[config.mk]
export PLATFORM = sky130hd
export DESIGN_NAME = ycsr_color
export DESIGN_NICKNAME = d
export VERILOG_FILES = /design/src/rtl/ycsr_pkg.sv /design/src/rtl/ycsr_color.sv
export SDC_FILE = /design/constraint.sdc
export NUM_CORES = 1
export LEC_CHECK = 0
export ABC_AREA = 1
export BUFFER_PORTS_ARGS = -buffer_cell sky130_fd_sc_hd__buf_2
export CORE_MARGIN = 2
export CORE_UTILIZATION = 64
export CTS_CLUSTER_DIAMETER = 150
export DETAILED_ROUTE_END_ITERATION = 10
export HOLD_SLACK_MARGIN = 0.02
export PLACE_DENSITY = 0.95
export REMOVE_ABC_BUFFERS = 1
export SKIP_LAST_GASP = 1
export SLEW_MARGIN = 20
export SYNTH_ARGS = -nofsm -noshare
export SYNTH_HDL_FRONTEND = slang
export SYNTH_SLANG_ARGS = --single-unit
[constraint.sdc]
create_clock -name clk -period 5.5 [get_ports clk]
set_clock_uncertainty 0.05 [all_clocks]
set_input_delay 0.55 -clock clk [delete_from_list [all_inputs] [get_ports clk]]
set_output_delay 0.55 -clock clk [all_outputs]
set_load 0.02 [all_outputs]
[src/rtl/ycsr_pkg.sv]
package ycsr_pkg;

	localparam int MAX_WIDTH   = 2048;
	localparam int STORE_DEPTH = MAX_WIDTH / 2;
	localparam int ADDR_W      = $clog2(STORE_DEPTH);

	localparam int POS_W   = 11;
	localparam int SPAN_W  = 12;
	localparam int PROD_W  = POS_W + SPAN_W;
	localparam int SX_W    = PROD_W + 2;
	localparam int CNT_W   = $clog2(PROD_W + 1);
	localparam int ENTRY_W = 32;

	localparam int CFG_IDX_W  = 3;
	localparam int CFG_DATA_W = 12;

	localparam logic [1:0] OP_WRITE = 2'd0;
	localparam logic [1:0] OP_ROW   = 2'd1;
	localparam logic [1:0] OP_PIXEL = 2'd2;

	localparam logic [CFG_IDX_W-1:0] REG_SOURCE_WIDTH  = 3'd0;
	localparam logic [CFG_IDX_W-1:0] REG_WINDOW_LEFT   = 3'd1;
	localparam logic [CFG_IDX_W-1:0] REG_WINDOW_TOP    = 3'd2;
	localparam logic [CFG_IDX_W-1:0] REG_WINDOW_WIDTH  = 3'd3;
	localparam logic [CFG_IDX_W-1:0] REG_WINDOW_HEIGHT = 3'd4;
	localparam logic [CFG_IDX_W-1:0] REG_TARGET_WIDTH  = 3'd5;
	localparam logic [CFG_IDX_W-1:0] REG_TARGET_HEIGHT = 3'd6;
	localparam logic [CFG_IDX_W-1:0] REG_MIRROR_MODE   = 3'd7;

	typedef struct packed {
		logic [1:0]       op;
		logic [POS_W-1:0] position;
		logic [7:0]       luma_even;
		logic [7:0]       chroma_blue;
		logic [7:0]       luma_odd;
		logic [7:0]       chroma_red;
	} in_item_t;

	typedef struct packed {
		logic [10:0] source_row;
		logic [15:0] pixel_color;
	} out_item_t;

	typedef struct packed {
		logic              start;
		logic [PROD_W-1:0] dividend;
		logic [SPAN_W-1:0] divisor;
	} div_req_t;

	typedef struct packed {
		logic              busy;
		logic              done;
		logic [PROD_W-1:0] quotient;
	} div_stat_t;

	typedef struct packed {
		logic               wr_en;
		logic [ADDR_W-1:0]  wr_addr;
		logic [ENTRY_W-1:0] wr_data;
		logic               rd_en;
		logic [ADDR_W-1:0]  rd_addr;
	} store_req_t;

endpackage

[src/rtl/ycsr_color.sv]
module ycsr_color
	import ycsr_pkg::*;
(
	input  logic               clk,
	input  logic               en,
	input  logic [ENTRY_W-1:0] entry,
	input  logic               odd,
	output logic [15:0]        color
);

	logic        [7:0]  y;
	logic        [7:0]  c;
	logic signed [18:0] c19;
	logic signed [18:0] d19;
	logic signed [18:0] e19;

	logic signed [18:0] tc_s1;
	logic signed [18:0] tre_s1;
	logic signed [18:0] tge_s1;
	logic signed [18:0] tgd_s1;
	logic signed [18:0] tbd_s1;

	logic signed [18:0] r_sum;
	logic signed [18:0] g_sum;
	logic signed [18:0] b_sum;
	logic        [7:0]  r8;
	logic        [7:0]  g8;
	logic        [7:0]  b8;

	function automatic logic [7:0] sat8(input logic signed [18:0] x);
		logic signed [18:0] s;
		s = x >>> 8;
		if (s < 0) begin
			return 8'd0;
		end else if (s > 19'sd255) begin
			return 8'd255;
		end else begin
			return s[7:0];
		end
	endfunction

	always_comb begin
		y   = odd ? entry[23:16] : entry[7:0];
		c   = (y < 8'd16) ? 8'd0 : y - 8'd16;
		c19 = signed'(19'(c));
		d19 = signed'(19'(entry[15:8])) - 19'sd128;
		e19 = signed'(19'(entry[31:24])) - 19'sd128;
	end

	always_ff @(posedge clk) begin
		if (en) begin
			tc_s1  <= c19 * 19'sd298;
			tre_s1 <= e19 * 19'sd409;
			tge_s1 <= e19 * 19'sd208;
			tgd_s1 <= d19 * 19'sd100;
			tbd_s1 <= d19 * 19'sd516;
		end
	end

	always_comb begin
		r_sum = tc_s1 + tre_s1 + 19'sd128;
		g_sum = tc_s1 - tgd_s1 - tge_s1 + 19'sd128;
		b_sum = tc_s1 + tbd_s1 + 19'sd128;
		r8    = sat8(r_sum);
		g8    = sat8(g_sum);
		b8    = sat8(b_sum);
		color = {r8[7:3], g8[7:2], b8[7:3]};
	end

endmodule

==> results.md <==
Worst setup path:
- For this run, the slowest stage of the critical path takes 0.59 ns.
- The critical path class is input port to register.
- The master of the slowest instance on the critical path is fa_1.
- The endpoint kind of the worst setup timing path is a register.
- The type of origin of the critical path is an input port.
- The critical path goes through buf_2, inv_2, or2_1, o21ai_1, ha_1, o21ai_0, ha_1, ha_1, inv_1, fa_1, fa_1, inv_1, ha_1, a21oi_1, o21ai_1, a21oi_1, o21ai_1, xor2_1.
- In this design, the critical path's most frequently occurring cell is ha_1.
- The combined buffer and inverter count along the critical path is 4.
- The worst path arrival time is 4.76 ns.
- STA puts the critical path data required time at 5.54 ns.
- The maximum fanout encountered on the critical timing path is 9.
- The kind of cell adding the most delay to the critical path is adder cells.

Synth:
- Synthesis produced approximately 1300 cells.
- The distinct cell type count of the synthesized netlist is 34.
- The sequential fraction of the synthesis area is 0.220.
- In this run, synthesis produced a sequential element count of 76.
- For this run, the number of Yosys warnings is 0.
- The average footprint of a synthesized cell is about 8.1 um2.
- The mapped cell area is around 10000 um2.

Routing:
- The number of DRC markers in iteration 0 is 620.
- The detailed-router iteration count before antenna repair is 6.
- For this run, design rule violations remaining after detail routing come to 0.
- In the routed layout, each cell is associated on average with a via count of around 5.5.
- The number of nets still failing antenna checks after routing is 0.
- The post-detailed-route wirelength per cell is between 15 and 20 um.
- The total number of vias is about 8600.
- The aggregate routed wire length is ~24000 um.

CTS:
- The clock root buffer is clkbuf_16.
- The TritonCTS clock tree is built.
- The TritonCTS buffer count is 9.
- The clock-pin slew on the worst setup and hold paths is 0.06 ns.
- The H-tree generated during clock tree synthesis spans 3 levels.
- The number of setup buffers added after CTS is 0.
- Buffers inserted to repair hold after CTS numbered 0.
- The post-cts repair resize count is 0.
- The number of sinks driven by the clock tree is between 70 and 80.
- The clock passes through at most 2 buffers.

Floorplan:
- The floorplan core area is approximately 16000 um2.
- The effective utilization at floorplan is 0.654.
- The initialized floorplan defines 46 standard-cell rows.
- The height of the die is between 100 and 150 um.
- The total die area is 17300 um2.
- The die outline width is between 100 and 150 um.
- The I/O pin count is between 50 and 60.

Pwr:
- The portion of total power attributed to sequential cells is 0.151.
- Of the total power, the share spent switching nets is 0.537.
- For this design the total switching power over the nets is approximately 3.7 mW.
- The part of the power in the clock network is 0.095.
- Power spread over the standard cell area amounts to 610 nW/um2.
- The internal power summed over all cells is about 3.2 mW.
- Across the VDD grid, the largest voltage drop is 0.349 mV.
- The part of the total power dissipated in combinational logic is 0.754.
- The analysis attributes to cell leakage a power of between 6 and 7 nW.

STA:
- Timing would allow up to 212 MHz.
- Measured against its own limit, the worst slew margin works out to 0.339.
- The accumulated negative setup slack is 0 ns.
- The period utilization is 0.857.
- Setup repair after global routing left no endpoint under its margin.
- The worst path needs 4.71 ns of the cycle, external delays included.
- For the pin with the worst max-slew slack, the measured transition is between 0.9 and 1 ns.
- The final count of negative-setup-slack endpoints is 0.
- The number of pins exceeding their max-slew limit in the final report is 0.
- The number of failing hold endpoints at the final stage is 0.

Cells and area:
- The layout cell share with drive strength beyond 1 is 0.0636.
- The library cells used most frequently in the layout, excluding fill and tap cells, are 299 x nand2_1, 281 x inv_1, 244 x ha_1.
- The fill cell total of the finished layout is between 1000 and 1500.
- The number of nets at the end of the flow is about 1700.
- Summing all non-filler instances in the final layout gives an area of ~11000 um2.
- 0 antenna diodes ended up in the layout.
- Compared with the post-synthesis result, the final layout area differs by 8.07%.
- The most common cell after layout, fill and taps aside is nand2_1.

GRT:
- Summed over all layers, the global routing overflow is 0.
- The number of antenna violations at the first check in global routing is 0.
- The maximum number of pins on one net before global-route repair is 74.
- The total track usage is 0.291.
- The first-pass GRT wire length is 40400 um.
- The via count of the first global-routing pass was 8613.

Run status:
- The flow ran to the end, and the final reports show no timing, DRC or antenna violations.

Min path:
- The worst min-delay path category is input port to register.

Placement:
- During placement, the flow inserted port buffers numbering 50.
- The HPWL reported at the end of detailed placement is ~20000 um.
- Routability-driven placement finished with a final weighted congestion of between 0.9 and 1.
- In this run the cell area measured after placement is 10900 um2.

Job:
- Across the run, the number of max-cap violations was 0.
## through the flow
step                power, mW  setup WS, ns  instances  hold slack (ns)  utilization
floorplan                4.83          1.16       1286            0.599            -
global placement         5.85         0.714       1553            0.751        0.687
detailed placement       6.07         0.543       1553            0.759        0.687
CTS                      6.78         0.871       1568            0.390        0.707
global route             7.55         0.612       1568            0.400        0.707
finish                   6.84         0.788       1568            0.404        0.707
## power by group through the flow
stage               combinational (mW)  clock, mW  sequential [mW]
floorplan                         3.90          0            0.937
global placement                  4.82          0             1.03
detailed placement                5.03          0             1.04
CTS                               5.10      0.648             1.03
global route                      5.85      0.666             1.04
finish                            5.16      0.647             1.04
## synth_stat cells
library cell  number  area share
ha_1             244        0.29
xor2_1            34       0.029
o221ai_1           1     0.00084
o21a_1             2      0.0014
or2_2              1     0.00060
nor3_1             7      0.0034
nor2_4             1      0.0011
edfxtp_1          76        0.22
fa_1              49       0.094
nor2_2             2      0.0012
nand2_1          299        0.11
nand3b_1           9      0.0065
nand4_1           11      0.0066
a21oi_1           78       0.038
mux2i_1            2      0.0019
and2_1             5      0.0030
inv_2             10      0.0036
or2_1              1     0.00060
o21bai_1           7      0.0051
o21ai_0            9      0.0043
nor3_2             1     0.00096
nand2_4            1      0.0011
inv_1            281        0.10
nand3_1           64       0.031
buf_2              1     0.00048
o21ai_1            8      0.0039
nor2_1            59       0.021
nand2_2            4      0.0024
o211ai_1           3      0.0022
a21o_1             3      0.0022
a211oi_1           1     0.00072
xnor2_1            9      0.0076
and3_1             2      0.0012
a31oi_1            2      0.0012
## area by class of cell
type	count	area [um2]	area share
Inverter	291	1090	0.0973
Sequential cell	76	2280	0.203
Clock inverter	6	90.1	0.00802
Clock buffer	9	225	0.0201
Multi-Input combinational cell	919	7010	0.624
Timing Repair Buffer	51	258	0.0230
Tap cell	216	270	0.0241
## final timing paths
check,cells after the start,from,to,slack (ns)
worst max-delay path,18,odd,tc_s1[12],0.79
worst min-delay path,1,en,tge_s1[15],0.40
## metal layers
metal,global-route usage,routed length [um],vias up
met3,0.0459,1620,76
met4,0.113,835,0
met5,0,0,-
met2,0.512,12000,315
met1,0.360,9890,3989
li1,-,-,4264
## cells by family (layout without fill, tap and decap cells)
group / count (synthesis) / in the layout / synth area share
xor+xnor: 43 / 43 / 0.0363
buf+inv: 292 / 357 / 0.106
compound gates: 114 / 114 / 0.0594
simple gates: 467 / 467 / 0.189
flops: 76 / 76 / 0.220
mux: 2 / 2 / 0.00193
fa+ha+maj: 293 / 293 / 0.388
## state kept, by name, summed over array words and instances (netlist names)
signal and flops:
tbd_s1 17, tc_s1 16, tgd_s1 12, tge_s1 12
tre_s1 19
Power figures use the tool's default switching activity.
