==> src/rtl/ycsr_pkg.sv <==
package ycsr_pkg;

	localparam int MAX_WIDTH   = 2048;
	localparam int STORE_DEPTH = MAX_WIDTH / 2;
	localparam int ADDR_W      = $clog2(STORE_DEPTH);

	localparam int POS_W   = 11;
	localparam int SPAN_W  = 12;
	localparam int PROD_W  = POS_W + SPAN_W;
	localparam int SX_W    = PROD_W + 2;
	localparam int CNT_W   = $clog2(PROD_W + 1);
	localparam int ENTRY_W = 32;

	localparam int CFG_IDX_W  = 3;
	localparam int CFG_DATA_W = 12;

	localparam logic [1:0] OP_WRITE = 2'd0;
	localparam logic [1:0] OP_ROW   = 2'd1;
	localparam logic [1:0] OP_PIXEL = 2'd2;

	localparam logic [CFG_IDX_W-1:0] REG_SOURCE_WIDTH  = 3'd0;
	localparam logic [CFG_IDX_W-1:0] REG_WINDOW_LEFT   = 3'd1;
	localparam logic [CFG_IDX_W-1:0] REG_WINDOW_TOP    = 3'd2;
	localparam logic [CFG_IDX_W-1:0] REG_WINDOW_WIDTH  = 3'd3;
	localparam logic [CFG_IDX_W-1:0] REG_WINDOW_HEIGHT = 3'd4;
	localparam logic [CFG_IDX_W-1:0] REG_TARGET_WIDTH  = 3'd5;
	localparam logic [CFG_IDX_W-1:0] REG_TARGET_HEIGHT = 3'd6;
	localparam logic [CFG_IDX_W-1:0] REG_MIRROR_MODE   = 3'd7;

	typedef struct packed {
		logic [1:0]       op;
		logic [POS_W-1:0] position;
		logic [7:0]       luma_even;
		logic [7:0]       chroma_blue;
		logic [7:0]       luma_odd;
		logic [7:0]       chroma_red;
	} in_item_t;

	typedef struct packed {
		logic [10:0] source_row;
		logic [15:0] pixel_color;
	} out_item_t;

	typedef struct packed {
		logic              start;
		logic [PROD_W-1:0] dividend;
		logic [SPAN_W-1:0] divisor;
	} div_req_t;

	typedef struct packed {
		logic              busy;
		logic              done;
		logic [PROD_W-1:0] quotient;
	} div_stat_t;

	typedef struct packed {
		logic               wr_en;
		logic [ADDR_W-1:0]  wr_addr;
		logic [ENTRY_W-1:0] wr_data;
		logic               rd_en;
		logic [ADDR_W-1:0]  rd_addr;
	} store_req_t;

endpackage

==> src/rtl/ycsr_divider.sv <==
module ycsr_divider
	import ycsr_pkg::*;
(
	input  logic      clk,
	input  logic      arst_n,
	input  div_req_t  req,
	output div_stat_t stat
);

	logic              busy_q;
	logic              done_q;
	logic [CNT_W-1:0]  count_q;
	logic [SPAN_W-1:0] rem_q;
	logic [PROD_W-1:0] quo_q;
	logic [SPAN_W-1:0] divisor_q;

	logic [SPAN_W:0]   shifted;
	logic [SPAN_W+1:0] diff;

	always_comb begin
		shifted = {rem_q, quo_q[PROD_W-1]};
		diff    = {1'b0, shifted} - {2'b00, divisor_q};
	end

	always_ff @(posedge clk or negedge arst_n) begin
		if (!arst_n) begin
			busy_q  <= 1'b0;
			done_q  <= 1'b0;
			count_q <= '0;
		end else begin
			done_q <= !req.start && busy_q && (count_q == CNT_W'(1));
			if (req.start) begin
				busy_q  <= 1'b1;
				count_q <= CNT_W'(PROD_W);
			end else if (busy_q) begin
				count_q <= count_q - CNT_W'(1);
				if (count_q == CNT_W'(1)) begin
					busy_q <= 1'b0;
				end
			end
		end
	end

	// restoring division, one quotient bit a cycle
	always_ff @(posedge clk) begin
		if (req.start) begin
			rem_q     <= '0;
			quo_q     <= req.dividend;
			divisor_q <= req.divisor;
		end else if (busy_q) begin
			if (!diff[SPAN_W+1]) begin
				rem_q <= diff[SPAN_W-1:0];
				quo_q <= {quo_q[PROD_W-2:0], 1'b1};
			end else begin
				rem_q <= shifted[SPAN_W-1:0];
				quo_q <= {quo_q[PROD_W-2:0], 1'b0};
			end
		end
	end

	assign stat.busy     = busy_q;
	assign stat.done     = done_q;
	assign stat.quotient = quo_q;

endmodule

==> config.mk <==
export PLATFORM = sky130hd
export DESIGN_NAME = ycsr_divider
export DESIGN_NICKNAME = d
export VERILOG_FILES = /design/src/rtl/ycsr_pkg.sv /design/src/rtl/ycsr_divider.sv
export SDC_FILE = /design/constraint.sdc
export NUM_CORES = 1
export LEC_CHECK = 0
export ABC_AREA = 1
export BUFFER_PORTS_ARGS = -buffer_cell sky130_fd_sc_hd__buf_2
export CAP_MARGIN = 10
export CORE_ASPECT_RATIO = 1.2
export CORE_MARGIN = 4
export CORE_UTILIZATION = 42
export CTS_CLUSTER_DIAMETER = 40
export CTS_CLUSTER_SIZE = 20
export DETAILED_ROUTE_END_ITERATION = 8
export PLACE_DENSITY = 0.73
export SLEW_MARGIN = 0
export SYNTH_ARGS = -nofsm -noshare
export SYNTH_HDL_FRONTEND = slang
export SYNTH_SLANG_ARGS = --single-unit
export TNS_END_PERCENT = 20
==> constraint.sdc <==
create_clock -name clk -period 2.16 [get_ports clk]
set_input_delay 0.108 -clock clk [delete_from_list [all_inputs] [get_ports clk]]
set_output_delay 0.108 -clock clk [all_outputs]
set_load 0.03 [all_outputs]
==> results.md <==
- Unrepaired setup endpoints after global routing: false
- FF+latch area: 1470 um^2
- Initial DRT Pass Iterations: 4
- 1st-iter DRT viols: 98
- Wire length of the first global-routing pass: 11300 um
- Clock Pin Slew Worst Setup and Hold Paths: 0.09 ns
- Post-synth EDFFs: 35
- Slew at the pin closest to its max-slew limit: 0.542 ns
- CORE AREA: 7230 um^2
- Worst Path Required: 2.36 ns
- Maximum clock insertion buffer count: 2
- Flip-flop and latch count after synthesis: 54
- PnR worst setup slack: 0.226 ns
- Upper clock frequency limit: 0.517 GHz
- Internal: 2100 uW
- Maximum number of pins on one net before global-route repair: 29
- Cell count after synthesis: 390
- Clock sinks: 54
- Clock tree from TritonCTS: yes
- Share of the yosys chip area belonging to registers: 47.1%
- Post-Syn Nets: 443
- Die height: 102 um
- Sequential power share: 39.4%
- Switching power total: 1360 uW
- Detail-routed via count per cell: 4.85
- FP Rows: 34
- Power per standard cell area: 923 nW/um^2
- Total track usage: 16.0%
- Fraction of synthesis flops using an asynchronous set or reset pin: 13.0%
- Layout Skew: 0.00847 ns
- Min Tclk post-route: 1.93 ns
- Number of max-slew violations in the final report: 0
- Number of port buffers: 62
- Die ar.: 8860 um^2
- Path category of the worst min-delay check: input pin to register
- Share of power burned in combinational logic: 45.0%
- Setup TNS: 0 ns
- Run status: finished clean
- Kind of capture point of the worst setup path: register
- Proportion of netlist area held by the largest area contributor: 33.7%
- Number of antenna repair diodes: 0
- Fillers: 681
- Synth Cell Area: 3110 um^2
- Clock latency reported for the late side of the worst-skew pair: 0.31 ns
- Switching fraction of total power: 39.4%
- Hold Violations, Final: 0
- Portion of the clock cycle consumed by the worst path in the final layout: 89.5%
- Detailed-placement wirelength estimate: 5080 um
- Maximum fanout encountered on the critical timing path: 4
- Max-cap violation count: 0
- Number of global-route vias before repair: 2678
- Routability congestion estimate: 0.921
- Total number of yosys warnings: 0
- Worst max-slew margin expressed relative to the limit: 63.9%
- Fraction of final layout cells sized beyond drive strength 1: 21.1%
- Routed Antenna Nets: 0
- Global route overflow: 0
- Worst vdd ir: 0.563 mV
- Number of buffers inserted during clock tree synthesis: 5
- Number of antenna violations at the first check in global routing: 0
- Leakage: 0.00199 uW
- Total number of vias: 2710
- Clock share of power: 15.6%
- Initial core utilization: 43.1%
- Largest area contributor in the netlist: sky130_fd_sc_hd__edfxtp_1
- Level count of the clock H-tree: 2
- Layout Nets: 521
- Routed wire per std cell: 12.1 um
- Count leader, synth: sky130_fd_sc_hd__nand2_1
- Post-route DRC violation count: 0
- Type of the worst setup path: register to register
- Area taken by multi-input logic gates: 1330 um^2
- Worst path arrival time: 2.13 ns
- Internal reg-to-reg setup slack: 0.23 ns
- Final setup vio count: 0
- Cell types with the largest area share after synthesis: sky130_fd_sc_hd__edfxtp_1 34%, sky130_fd_sc_hd__nand2_1 19%, sky130_fd_sc_hd__dfxtp_1 7.7%, sky130_fd_sc_hd__inv_1 7.2%, sky130_fd_sc_hd__dfrtp_1 5.6%
- Avg Inst Size Synth: 7.99 um^2
- Root Buffer Master: sky130_fd_sc_hd__clkbuf_8
- Startpoint types: register
- Leading register cell type out of synthesis: sky130_fd_sc_hd__edfxtp_1
- Die outline width: 86.6 um
- Most frequent cells after synthesis: 154 x sky130_fd_sc_hd__nand2_1, 60 x sky130_fd_sc_hd__inv_1, 35 x sky130_fd_sc_hd__edfxtp_1, 27 x sky130_fd_sc_hd__nand3_1, 15 x sky130_fd_sc_hd__nor2_1
- Post-placement setup slack: 0.188 ns
- Final wirelength: 6770 um
- Area growth from synthesis to layout: 20.2%
- Count of different cell masters after synthesis: 38
- IO Count: 63
## state kept, by name, summed over array words and instances, names as in the netlist
register,count
divisor_q,12
busy_q,1
done_q,1
rem_q,12
quo_q,23
count_q,5
## metrics by stage
stage                     hold slack (ns)  utilization (%)  power [uW]  cells  instance area [um^2]
after floorplan                    -0.188                -        2550    390                  3110
after global placement            -0.0547             48.4        2790    535                  3500
after detailed placement          -0.0494             48.4        2820    535                  3500
after CTS                          0.0598             51.3        3390    556                  3710
after global routing               0.0698             51.8        3730    559                  3740
final                              0.0673             51.8        3460    559                  3740
## path summary, 6_finish.rpt
check | from | end | cells after the start
setup / recovery | quo_q[22]$_DFFE_PP_ | rem_q[6]$_SDFFE_PP0P_ | 12
hold / removal | req[29] | quo_q[17]$_DFFE_PP_ | 3
setup reg to reg | quo_q[22]$_DFFE_PP_ | rem_q[6]$_SDFFE_PP0P_ | 12
hold reg to reg | rem_q[7]$_SDFFE_PP0P_ | rem_q[7]$_SDFFE_PP0P_ | 2
max in group asynchronous | arst_n | count_q[1]$_DFFE_PN0P_ | 2
min in group asynchronous | arst_n | busy_q$_DFF_PN0_ | 2
## worst max-delay path: stages (launching register included)
cell and delay [ns]:
sky130_fd_sc_hd__edfxtp_1 0.39, sky130_fd_sc_hd__inv_1 0.09, sky130_fd_sc_hd__ha_1 0.15, sky130_fd_sc_hd__inv_1 0.09
sky130_fd_sc_hd__fa_1 0.44, sky130_fd_sc_hd__nand3_1 0.09, sky130_fd_sc_hd__nand3_1 0.13, sky130_fd_sc_hd__nand2_1 0.12
sky130_fd_sc_hd__nand2_1 0.05, sky130_fd_sc_hd__nand2_1 0.06, sky130_fd_sc_hd__nand3_2 0.07, sky130_fd_sc_hd__nand3_1 0.08
sky130_fd_sc_hd__nand2_1 0.06
## kinds of logic (layout without fill, tap and decap cells)
logic type,count (synthesis),count (layout),share of synthesized area (%)
xor gates and xnor gates,4,4,1.13
DFF,54,54,47.1
and+or+nand+nor,225,225,32.0
adders and majority gates,15,15,6.27
AOI/OAI and AO/OA,16,16,3.29
buffers and inverters,76,155,10.2
## power groups by stage
stage          sequential [uW]  clock, uW  combinational, uW
2_1_floorplan             1460          0               1090
3_3_place_gp              1380          0               1410
3_5_place_dp              1380          0               1440
4_1_cts                   1360        565               1460
5_1_grt                   1380        600               1750
6_report                  1360        539               1560
## routing by layer
metal,global-route usage (%),routed length [um],up-vias
met5,0,0,-
met4,7.67,160,0
met3,2.82,440,13
met2,29.2,3380,89
met1,17.9,2800,1236
li1,-,-,1372
## area by class of cell
| class | instances | area share, % |
|---|---|---|
| multi-input combinational | 260 | 35.5 |
| inverter | 64 | 6.42 |
| clock inverter | 2 | 0.234 |
| sequential | 54 | 39.2 |
| clock buffer | 6 | 1.94 |
| tap | 90 | 3.01 |
| timing repair buffer | 83 | 13.7 |
## placed cells by master, fill, tap and decap left out, types with 12 or more instances in the layout
cell type and instances:
sky130_fd_sc_hd__nand2_1 154, sky130_fd_sc_hd__buf_2 62, sky130_fd_sc_hd__inv_1 60, sky130_fd_sc_hd__edfxtp_1 35, sky130_fd_sc_hd__nand3_1 27, sky130_fd_sc_hd__nor2_1 15, sky130_fd_sc_hd__ha_1 14, sky130_fd_sc_hd__dlygate4sd3_1 13
sky130_fd_sc_hd__dfxtp_1 12
## what timing repair did
item | CTS | global route
buffers inserted | 0 | 3
resized for setup | 0 | 0
hold buffers | 13 | 0
endpoints found under the hold margin | 19 | 0
setup endpoints to repair | 0 | 1
(Power assumes the default switching activity.)
